**config.mk**
```make
export PLATFORM = sky130hd
export DESIGN_NAME = stun_binding_response_parser_core
export DESIGN_NICKNAME = d
export VERILOG_FILES = /design/src/rtl/sbrp_pkg.sv /design/src/rtl/stun_binding_response_parser_core.sv
export SDC_FILE = /design/constraint.sdc
export NUM_CORES = 2
export LEC_CHECK = 0
export CORE_AREA = 2 2 324 326
export DETAILED_ROUTE_END_ITERATION = 10
export DIE_AREA = 0 0 326 328
export DONT_BUFFER_PORTS = 1
export PLACE_DENSITY_LB_ADDON = 0.2
export SLEW_MARGIN = 20
export SYNTH_ARGS = -nofsm -noshare
export SYNTH_HDL_FRONTEND = slang
export SYNTH_SLANG_ARGS = --single-unit
```
**constraint.sdc**
```tcl
create_clock -name clk -period 14.2 [get_ports clk]
set_input_delay 3.55 -clock clk [delete_from_list [all_inputs] [get_ports clk]]
set_output_delay 3.55 -clock clk [all_outputs]
set_load 0.02 [all_outputs]
```
**src/rtl/sbrp_pkg.sv**
```systemverilog
// shared types and constants for the stun binding response parser
package sbrp_pkg;

  localparam int MAX_DATAGRAM_BYTES_DEF = 512;
  localparam int HEADER_BYTES = 20;
  localparam int START_W = 18;

  localparam logic [31:0] MAGIC_COOKIE = 32'h2112A442;
  localparam logic [15:0] BINDING_SUCCESS = 16'h0101;
  localparam logic [15:0] ATTR_MAPPED = 16'h0001;
  localparam logic [15:0] ATTR_XOR_MAPPED = 16'h0020;
  localparam logic [7:0] FAMILY_V4 = 8'h01;
  localparam logic [7:0] FAMILY_V6 = 8'h02;

  typedef enum logic [2:0] {
    STATUS_V4     = 3'd0,
    STATUS_V6     = 3'd1,
    STATUS_HEADER = 3'd2,
    STATUS_ID     = 3'd3,
    STATUS_NONE   = 3'd4
  } status_t;

  typedef enum logic {
    REG_TXID_UPPER = 1'b0,
    REG_TXID_LOWER = 1'b1
  } reg_index_t;

  typedef struct packed {
    logic [7:0] rx_byte;
    logic       end_of_datagram;
  } in_item_t;

  typedef struct packed {
    status_t     status;
    logic [15:0] mapped_port;
    logic [63:0] address_upper;
    logic [63:0] address_lower;
  } out_item_t;

endpackage

```
**src/rtl/stun_binding_response_parser_core.sv**
```systemverilog
// stun binding response parser: header check, attribute walk and mapped address capture
// Takes one datagram byte per cycle and gives one result per datagram, on its flagged last
// byte: status, port and binary address from the first usable MAPPED-ADDRESS or
// XOR-MAPPED-ADDRESS, with the cookie and transaction id XOR removed. Each byte is held in
// the input register and is parsed on the way into the parser state; the result is loaded
// into the result register with the last byte. The throughput is one byte per cycle;
// a last byte waits in the input register only while the previous result is still held in
// the result register and not taken. Bytes beyond MAX_DATAGRAM_BYTES are dropped but their
// end flag still closes the datagram. The transaction id is set through the APB port:
// txid_upper at address 0, txid_lower at address 8.
module stun_binding_response_parser_core #(
  parameter int MAX_DATAGRAM_BYTES = sbrp_pkg::MAX_DATAGRAM_BYTES_DEF
) (
  input  logic                clk,
  input  logic                rst,
  input  logic                in_valid,
  output logic                in_ready,
  input  sbrp_pkg::in_item_t  in_data,
  output logic                out_valid,
  input  logic                out_ready,
  output sbrp_pkg::out_item_t out_data,
  input  logic                psel,
  input  logic                penable,
  input  logic                pwrite,
  input  logic [3:0]          paddr,
  input  logic [63:0]         pwdata,
  output logic [63:0]         prdata,
  output logic                pready
);
  import sbrp_pkg::*;

  localparam int POS_W = $clog2(MAX_DATAGRAM_BYTES + 1);

  // configuration
  logic [31:0] txid_upper;
  logic [63:0] txid_lower;

  // input register
  logic     s1_valid;
  in_item_t s1_item;
  logic     s1_advance;
  logic     s1_fire;

  // parser state
  logic [POS_W-1:0]   pos, pos_next;
  logic [15:0]        header_type, header_type_next;
  logic [15:0]        declared_length, declared_length_next;
  logic               id_matches, id_matches_next;
  logic [15:0]        walk_remaining, walk_remaining_next;
  logic               walk_stopped, walk_stopped_next;
  logic [START_W-1:0] attr_start, attr_start_next;
  logic [15:0]        attr_kind, attr_kind_next;
  logic [15:0]        attr_size, attr_size_next;
  logic [7:0]         cand_family, cand_family_next;
  logic [15:0]        cand_port, cand_port_next;
  logic [63:0]        cand_hi, cand_hi_next;
  logic [63:0]        cand_lo, cand_lo_next;
  logic               found_flag, found_flag_next;
  logic               found_v6, found_v6_next;
  logic [15:0]        found_port, found_port_next;
  logic [63:0]        found_hi, found_hi_next;
  logic [63:0]        found_lo, found_lo_next;

  out_item_t result;

  assign pready = 1'b1;

  always_ff @(posedge clk) begin
    if (rst) begin
      txid_upper <= '0;
      txid_lower <= '0;
    end else if (psel && penable && pwrite) begin
      unique case (reg_index_t'(paddr[3]))
        REG_TXID_UPPER: txid_upper <= pwdata[31:0];
        REG_TXID_LOWER: txid_lower <= pwdata;
        default: ;
      endcase
    end
  end

  always_comb begin
    unique case (reg_index_t'(paddr[3]))
      REG_TXID_UPPER: prdata = {32'h0, txid_upper};
      REG_TXID_LOWER: prdata = txid_lower;
      default:        prdata = '0;
    endcase
  end

  // a last byte needs room in the result register
  assign s1_advance = !s1_item.end_of_datagram || !out_valid || out_ready;
  assign s1_fire    = s1_valid && s1_advance;
  assign in_ready   = !s1_valid || s1_advance;

  always_ff @(posedge clk) begin
    if (rst) begin
      s1_valid <= 1'b0;
    end else if (in_valid && in_ready) begin
      s1_valid <= 1'b1;
    end else if (s1_fire) begin
      s1_valid <= 1'b0;
    end
  end

  always_ff @(posedge clk) begin
    if (in_valid && in_ready) begin
      s1_item <= in_data;
    end
  end

  // byte parse
  always_comb begin
    logic [7:0]         b;
    logic [95:0]        id_all;
    logic [3:0]         id_sel;
    logic [7:0]         want;
    logic [START_W-1:0] pos_w;
    logic [START_W-1:0] r;
    logic [START_W-1:0] v;
    logic [2:0]         k;
    logic               stop_now;
    logic               is_xor;
    logic [15:0]        port_dec;
    logic [31:0]        v4_addr;
    logic               captured;
    logic [16:0]        size_round;
    logic [START_W-1:0] step;
    logic [16:0]        len_need;

    pos_next             = pos;
    header_type_next     = header_type;
    declared_length_next = declared_length;
    id_matches_next      = id_matches;
    walk_remaining_next  = walk_remaining;
    walk_stopped_next    = walk_stopped;
    attr_start_next      = attr_start;
    attr_kind_next       = attr_kind;
    attr_size_next       = attr_size;
    cand_family_next     = cand_family;
    cand_port_next       = cand_port;
    cand_hi_next         = cand_hi;
    cand_lo_next         = cand_lo;
    found_flag_next      = found_flag;
    found_v6_next        = found_v6;
    found_port_next      = found_port;
    found_hi_next        = found_hi;
    found_lo_next        = found_lo;

    b          = s1_item.rx_byte;
    id_all     = {txid_upper, txid_lower};
    id_sel     = 4'd11 - (4'(pos) - 4'd8);
    want       = id_all[{id_sel, 3'b000} +: 8];
    pos_w      = START_W'(pos);
    r          = pos_w - attr_start;
    v          = r - START_W'(4);
    k          = v[2:0] - 3'd4;
    stop_now   = 1'b0;
    is_xor     = 1'b0;
    port_dec   = '0;
    v4_addr    = '0;
    captured   = 1'b0;
    size_round = '0;
    step       = '0;

    if (pos < POS_W'(MAX_DATAGRAM_BYTES)) begin
      pos_next = pos + POS_W'(1);

      // fixed header
      priority if (pos == POS_W'(0)) begin
        header_type_next = {b, 8'h00};
      end else if (pos == POS_W'(1)) begin
        header_type_next = {header_type[15:8], b};
      end else if (pos == POS_W'(2)) begin
        declared_length_next = {b, 8'h00};
      end else if (pos == POS_W'(3)) begin
        declared_length_next = {declared_length[15:8], b};
        walk_remaining_next  = {declared_length[15:8], b};
      end else if (pos >= POS_W'(8) && pos < POS_W'(HEADER_BYTES)) begin
        if (want != b) begin
          id_matches_next = 1'b0;
        end
      end else begin
      end

      // attribute walk
      if (!walk_stopped && pos >= POS_W'(HEADER_BYTES) && pos_w >= attr_start) begin
        priority if (r == START_W'(0)) begin
          if (walk_remaining < 16'd4) begin
            stop_now = 1'b1;
          end else begin
            cand_family_next = '0;
            cand_port_next   = '0;
            cand_hi_next     = '0;
            cand_lo_next     = '0;
            attr_kind_next   = {b, 8'h00};
          end
        end else if (r == START_W'(1)) begin
          attr_kind_next = {attr_kind[15:8], b};
        end else if (r == START_W'(2)) begin
          attr_size_next = {b, 8'h00};
        end else if (r == START_W'(3)) begin
          attr_size_next = {attr_size[15:8], b};
          if ({attr_size[15:8], b} > walk_remaining) begin
            stop_now = 1'b1;
          end
        end else begin
          priority if (v == START_W'(1)) begin
            cand_family_next = b;
          end else if (v == START_W'(2)) begin
            cand_port_next = {b, 8'h00};
          end else if (v == START_W'(3)) begin
            cand_port_next = {cand_port[15:8], b};
          end else if (v >= START_W'(4) && v < START_W'(12)) begin
            cand_hi_next[{~k, 3'b000} +: 8] = cand_hi[{~k, 3'b000} +: 8] | b;
          end else if (v >= START_W'(12) && v < START_W'(20)) begin
            cand_lo_next[{~k, 3'b000} +: 8] = cand_lo[{~k, 3'b000} +: 8] | b;
          end else begin
          end
        end

        if (stop_now) begin
          walk_stopped_next = 1'b1;
        end else if (r >= START_W'(3) && r == START_W'(attr_size_next) + START_W'(3)) begin
          // attribute complete
          is_xor   = (attr_kind_next == ATTR_XOR_MAPPED);
          port_dec = cand_port_next ^ (is_xor ? MAGIC_COOKIE[31:16] : 16'h0000);
          v4_addr  = cand_hi_next[63:32] ^ (is_xor ? MAGIC_COOKIE : 32'h0);
          if ((attr_kind_next == ATTR_MAPPED || is_xor) && attr_size_next >= 16'd4) begin
            if (cand_family_next == FAMILY_V4 && attr_size_next >= 16'd8) begin
              captured        = 1'b1;
              found_v6_next   = 1'b0;
              found_hi_next   = '0;
              found_lo_next   = {32'h0, v4_addr};
            end else if (cand_family_next == FAMILY_V6 && attr_size_next >= 16'd20) begin
              captured        = 1'b1;
              found_v6_next   = 1'b1;
              found_hi_next   = cand_hi_next ^ (is_xor ? {MAGIC_COOKIE, txid_upper} : 64'h0);
              found_lo_next   = cand_lo_next ^ (is_xor ? txid_lower : 64'h0);
            end
          end
          if (captured) begin
            found_flag_next   = 1'b1;
            found_port_next   = port_dec;
            walk_stopped_next = 1'b1;
          end else begin
            size_round      = {1'b0, attr_size_next} + 17'd3;
            step            = START_W'({size_round[16:2], 2'b00}) + START_W'(4);
            attr_start_next = attr_start + step;
            if (START_W'(walk_remaining) < step) begin
              walk_stopped_next = 1'b1;
            end else begin
              walk_remaining_next = walk_remaining - step[15:0];
            end
          end
        end
      end
    end

    // result from the state after this byte
    len_need = 17'(declared_length_next) + 17'(HEADER_BYTES);
    result   = '{status: STATUS_NONE, mapped_port: '0, address_upper: '0, address_lower: '0};
    priority if (pos_next < POS_W'(HEADER_BYTES) || header_type_next != BINDING_SUCCESS ||
                 17'(pos_next) < len_need) begin
      result.status = STATUS_HEADER;
    end else if (!id_matches_next) begin
      result.status = STATUS_ID;
    end else if (found_flag_next) begin
      result.status        = found_v6_next ? STATUS_V6 : STATUS_V4;
      result.mapped_port   = found_port_next;
      result.address_upper = found_hi_next;
      result.address_lower = found_lo_next;
    end else begin
      result.status = STATUS_NONE;
    end
  end

  always_ff @(posedge clk) begin
    if (rst || (s1_fire && s1_item.end_of_datagram)) begin
      pos             <= '0;
      header_type     <= '0;
      declared_length <= '0;
      id_matches      <= 1'b1;
      walk_remaining  <= '0;
      walk_stopped    <= 1'b0;
      attr_start      <= START_W'(HEADER_BYTES);
      attr_kind       <= '0;
      attr_size       <= '0;
      cand_family     <= '0;
      cand_port       <= '0;
      cand_hi         <= '0;
      cand_lo         <= '0;
      found_flag      <= 1'b0;
      found_v6        <= 1'b0;
      found_port      <= '0;
      found_hi        <= '0;
      found_lo        <= '0;
    end else if (s1_fire) begin
      pos             <= pos_next;
      header_type     <= header_type_next;
      declared_length <= declared_length_next;
      id_matches      <= id_matches_next;
      walk_remaining  <= walk_remaining_next;
      walk_stopped    <= walk_stopped_next;
      attr_start      <= attr_start_next;
      attr_kind       <= attr_kind_next;
      attr_size       <= attr_size_next;
      cand_family     <= cand_family_next;
      cand_port       <= cand_port_next;
      cand_hi         <= cand_hi_next;
      cand_lo         <= cand_lo_next;
      found_flag      <= found_flag_next;
      found_v6        <= found_v6_next;
      found_port      <= found_port_next;
      found_hi        <= found_hi_next;
      found_lo        <= found_lo_next;
    end
  end

  // result register
  always_ff @(posedge clk) begin
    if (rst) begin
      out_valid <= 1'b0;
    end else if (s1_fire && s1_item.end_of_datagram) begin
      out_valid <= 1'b1;
    end else if (out_ready) begin
      out_valid <= 1'b0;
    end
  end

  always_ff @(posedge clk) begin
    if (s1_fire && s1_item.end_of_datagram) begin
      out_data <= result;
    end
  end

  a_last_gives_result: assert property (@(posedge clk) disable iff (rst)
    s1_fire && s1_item.end_of_datagram |=> out_valid)
    else $error("last byte did not load a result");

  a_pos_bounded: assert property (@(posedge clk) disable iff (rst)
    pos <= POS_W'(MAX_DATAGRAM_BYTES))
    else $error("byte position past the datagram limit");

  a_no_find_zero: assert property (@(posedge clk) disable iff (rst)
    out_valid && out_data.status != STATUS_V4 && out_data.status != STATUS_V6 |->
      out_data.mapped_port == 16'h0 && out_data.address_upper == 64'h0 &&
      out_data.address_lower == 64'h0)
    else $error("address fields set without a found address");

  a_v4_shape: assert property (@(posedge clk) disable iff (rst)
    out_valid && out_data.status == STATUS_V4 |->
      out_data.address_upper == 64'h0 && out_data.address_lower[63:32] == 32'h0)
    else $error("ipv4 result carries upper address bits");

  a_stall_holds_last: assert property (@(posedge clk) disable iff (rst)
    s1_valid && s1_item.end_of_datagram && out_valid && !out_ready |=> s1_valid)
    else $error("last byte dropped while result register full");

endmodule
```
==> results.json <==
{
  "status": "finished clean",
  "whs_path_depth": 2,
  "grt_pass1_wl_um": 203000,
  "portBuffers": 0,
  "fin_util": 0.383,
  "crit_buf_inv": 2,
  "r2r-start": "pos[2]",
  "cp.arrival_ns": 11.16,
  "yosys_warnings": 0,
  "worstSetupPathType": "reg -> reg",
  "core.rowCount": 118,
  "tritoncts": "yes",
  "grt_start_max_net_pins": 151,
  "crit_top_cell": "o21ai_0",
  "relSlewSlack": 0.189,
  "startpoint": "pos[2]",
  "timing.final.ws_setup_ns": 3.59,
  "worst_slew_pin_slew_ns": 1.21,
  "numCtsBuffers": 77,
  "area_delta_synth_final_pct": 10.2,
  "diodes": 0,
  "slowest_stage": "o2bb2ai_1",
  "dr.pass1.iters": 7,
  "ctsHoldBuffers": 0,
  "vias": 31900,
  "rsz0062_at_grt": "no",
  "die_h_um": 328,
  "p_per_area_nw_per_um2": 104,
  "synth.top_cell.area_share": 0.281,
  "skew_ns": 0.0387,
  "post-route-drc-count": 0,
  "clk_pin_slew_ns": 0.06,
  "seq_area_frac_synth": 0.412,
  "cp_max_fo": 13,
  "drv_slew": 0,
  "globalplace.congestion": 0.923,
  "cts_resized": 0,
  "io_pins": 298,
  "power_leakage_nw": 13.0,
  "synth.avg_cell_area_sq_um": 8.62,
  "seqCellArea_sq_um": 14800,
  "wl_per_cell_um": 25.5,
  "tns_ns": 0,
  "crit_cells": 30,
  "ys_async_sr_fraction": 0,
  "dp_worst_setup_slack_ns": 3.90,
  "synthesis.nets": 4323,
  "hp-start": "attr_kind[9]",
  "dp_hpwl_um": 95700,
  "rr_worst_depth": 30,
  "endpoint_kind": "flip-flop",
  "yosysUniqueCellTypes": 90,
  "start_util": 0.347,
  "start_kind": "flip-flop",
  "ant_nets": 0,
  "grt_overflow": 0,
  "hold_class": "reg -> reg",
  "clockBufferDepth": 3,
  "setup_viol": 0,
  "ys.flop_type": "dfxtp_1",
  "vias_per_cell": 5.85,
  "cts-root-buf": "clkbuf_16",
  "drtIter0Drc": 3859,
  "multi_input_area_sq_um": 19600,
  "finalCriticalPeriod_ns": 10.61,
  "cts_htree_levels": 3,
  "nNetsFinal": 4170,
  "grt_use_total": 0.250,
  "place_inst": 5307,
  "synth_seq_cells": 660,
  "finalHoldViolCount": 0,
  "ir_worst_vdd_uv": 79.8,
  "clk_latency_ns": 0.67,
  "drive_gt1_frac": 0.0804,
  "fmax_mhz": 94.2,
  "finalPower_mw": 4.12,
  "post-route-period-util": 0.747,
  "clock-sinks": 660,
  "cp_top_family": "compound AO/OA/AOI/OAI gates",
  "cap_violations": 0,
  "core_area_sq_um": 103000,
  "syn_inst": 4159,
  "worstPathRequired_ns": 14.75,
  "drt_wl_total_um": 139000,
  "synth_area_sq_um": 35900,
  "synth_area_leaders": "dfxtp_1, edfxtp_1, nand2_1",
  "instances_no_fill": 5447,
  "yosysTopAreaCell": "dfxtp_1",
  "cp_slowest_stage_delay_ns": 0.80,
  "fillerInstances": 10500,
  "grt_pass1_vias": 29200,
  "post-cts-setup-buffers": 0,
  "antenna_found_initial": 2,
  "design.die.area_sq_um": 107000,
  "synth-edff-count": 156,
  "die_w_um": 326
}
placed cells by master, fill, tap and decap left out, drive strengths merged, types with 32 or more instances in the layout:
cell / count
nand2: 661
dfxtp: 504
nor2: 418
a21oi: 349
a211oi: 169
a22oi: 167
edfxtp: 156
o21ai: 154
xnor2: 143
clkbuf: 107
inv: 90
nand3: 88
nor3: 77
ha: 77
buf: 75
a22o: 71
xor2: 64
mux4: 56
and3: 56
and2: 56
nor4: 43
mux2: 38
mux2i: 36
a31oi: 32
o2bb2ai: 32
registers in the layout, indices dropped and copies added, names as in the netlist, 8 cells and up:
signal,cells
attr_kind,16
attr_size,16
attr_start,16
cand_family,8
cand_hi,64
cand_lo,64
cand_port,16
declared_length,16
found_hi,64
found_lo,64
found_port,16
header_type,16
out_data,147
pos,10
s1_item,9
txid_lower,64
txid_upper,32
walk_remaining,16
Yosys cell counts, types with 36 or more instances:
master / number
inv_1: 85
xnor2_1: 143
ha_1: 77
nor2_1: 417
edfxtp_1: 156
and2_1: 54
nand2_1: 661
dfxtp_1: 504
a22oi_1: 167
mux4_2: 56
o21ai_0: 146
and3_1: 56
nand3_1: 88
nor3_1: 77
a21oi_1: 349
mux2_2: 38
a211oi_1: 169
a22o_1: 71
xor2_1: 64
clkbuf_1: 237
mux2i_1: 36
power by group:
group          switching [mW]  internal, mW  leakage [nW]
sequential             0.0198          1.93          5.79
clock                   0.864          1.14          1.22
combinational           0.126        0.0403          5.97
total                    1.01          3.11          13.0
final cells by class:
| class | count | share of cell area |
|---|---|---|
| clock buffer | 107 | 0.0544 |
| inverter | 87 | 0.00826 |
| timing repair buffer | 75 | 0.0152 |
| multi-input combinational | 3105 | 0.496 |
| clock inverter | 33 | 0.00893 |
| tap | 1380 | 0.0437 |
| sequential | 660 | 0.374 |
per-layer routing:
layer | share of wire | track usage | up-vias
met2 | 0.44 | 0.378 | 1329
met3 | 0.086 | 0.0514 | 188
li1 | - | - | 14700
met5 | 0 | 0 | -
met1 | 0.45 | 0.362 | 15600
met4 | 0.024 | 0.0602 | 0
stage by stage:
stage               hold slack (ns)  area (sq um)
finish                        0.451         39500
global route                  0.471         39500
detailed placement            0.443         37000
floorplan                     0.426         35900
CTS                           0.451         39500
global placement              0.436         37000
final timing paths:
kind                        to  slack, ns
max          walk_remaining[2]       3.59
min               attr_kind[9]       0.45
max reg2reg  walk_remaining[2]       3.59
min reg2reg       attr_kind[9]       0.45
logic make-up after synthesis:
family | Yosys count | synth area share
other | 1 | 0.000105
buffers and inverters | 394 | 0.0456
AO/OA/AOI/OAI | 1152 | 0.212
flip-flops | 660 | 0.412
XOR/XNOR | 211 | 0.0531
AND/OR/NAND/NOR | 1531 | 0.191
multiplexers | 130 | 0.0572
adder cells (fa/ha/maj) | 80 | 0.0285
worst reg2reg max path, delay by kind of cell, from the launching register on:
family / cells / cell delay (ns)
simple gates: 9 / 3.29
fa+ha+maj: 3 / 1.08
compound gates: 14 / 3.92
flops: 1 / 0.70
buf+inv: 2 / 0.40
xor+xnor: 2 / 1.14
No activity file was read; power rests on OpenSTA's default activity.
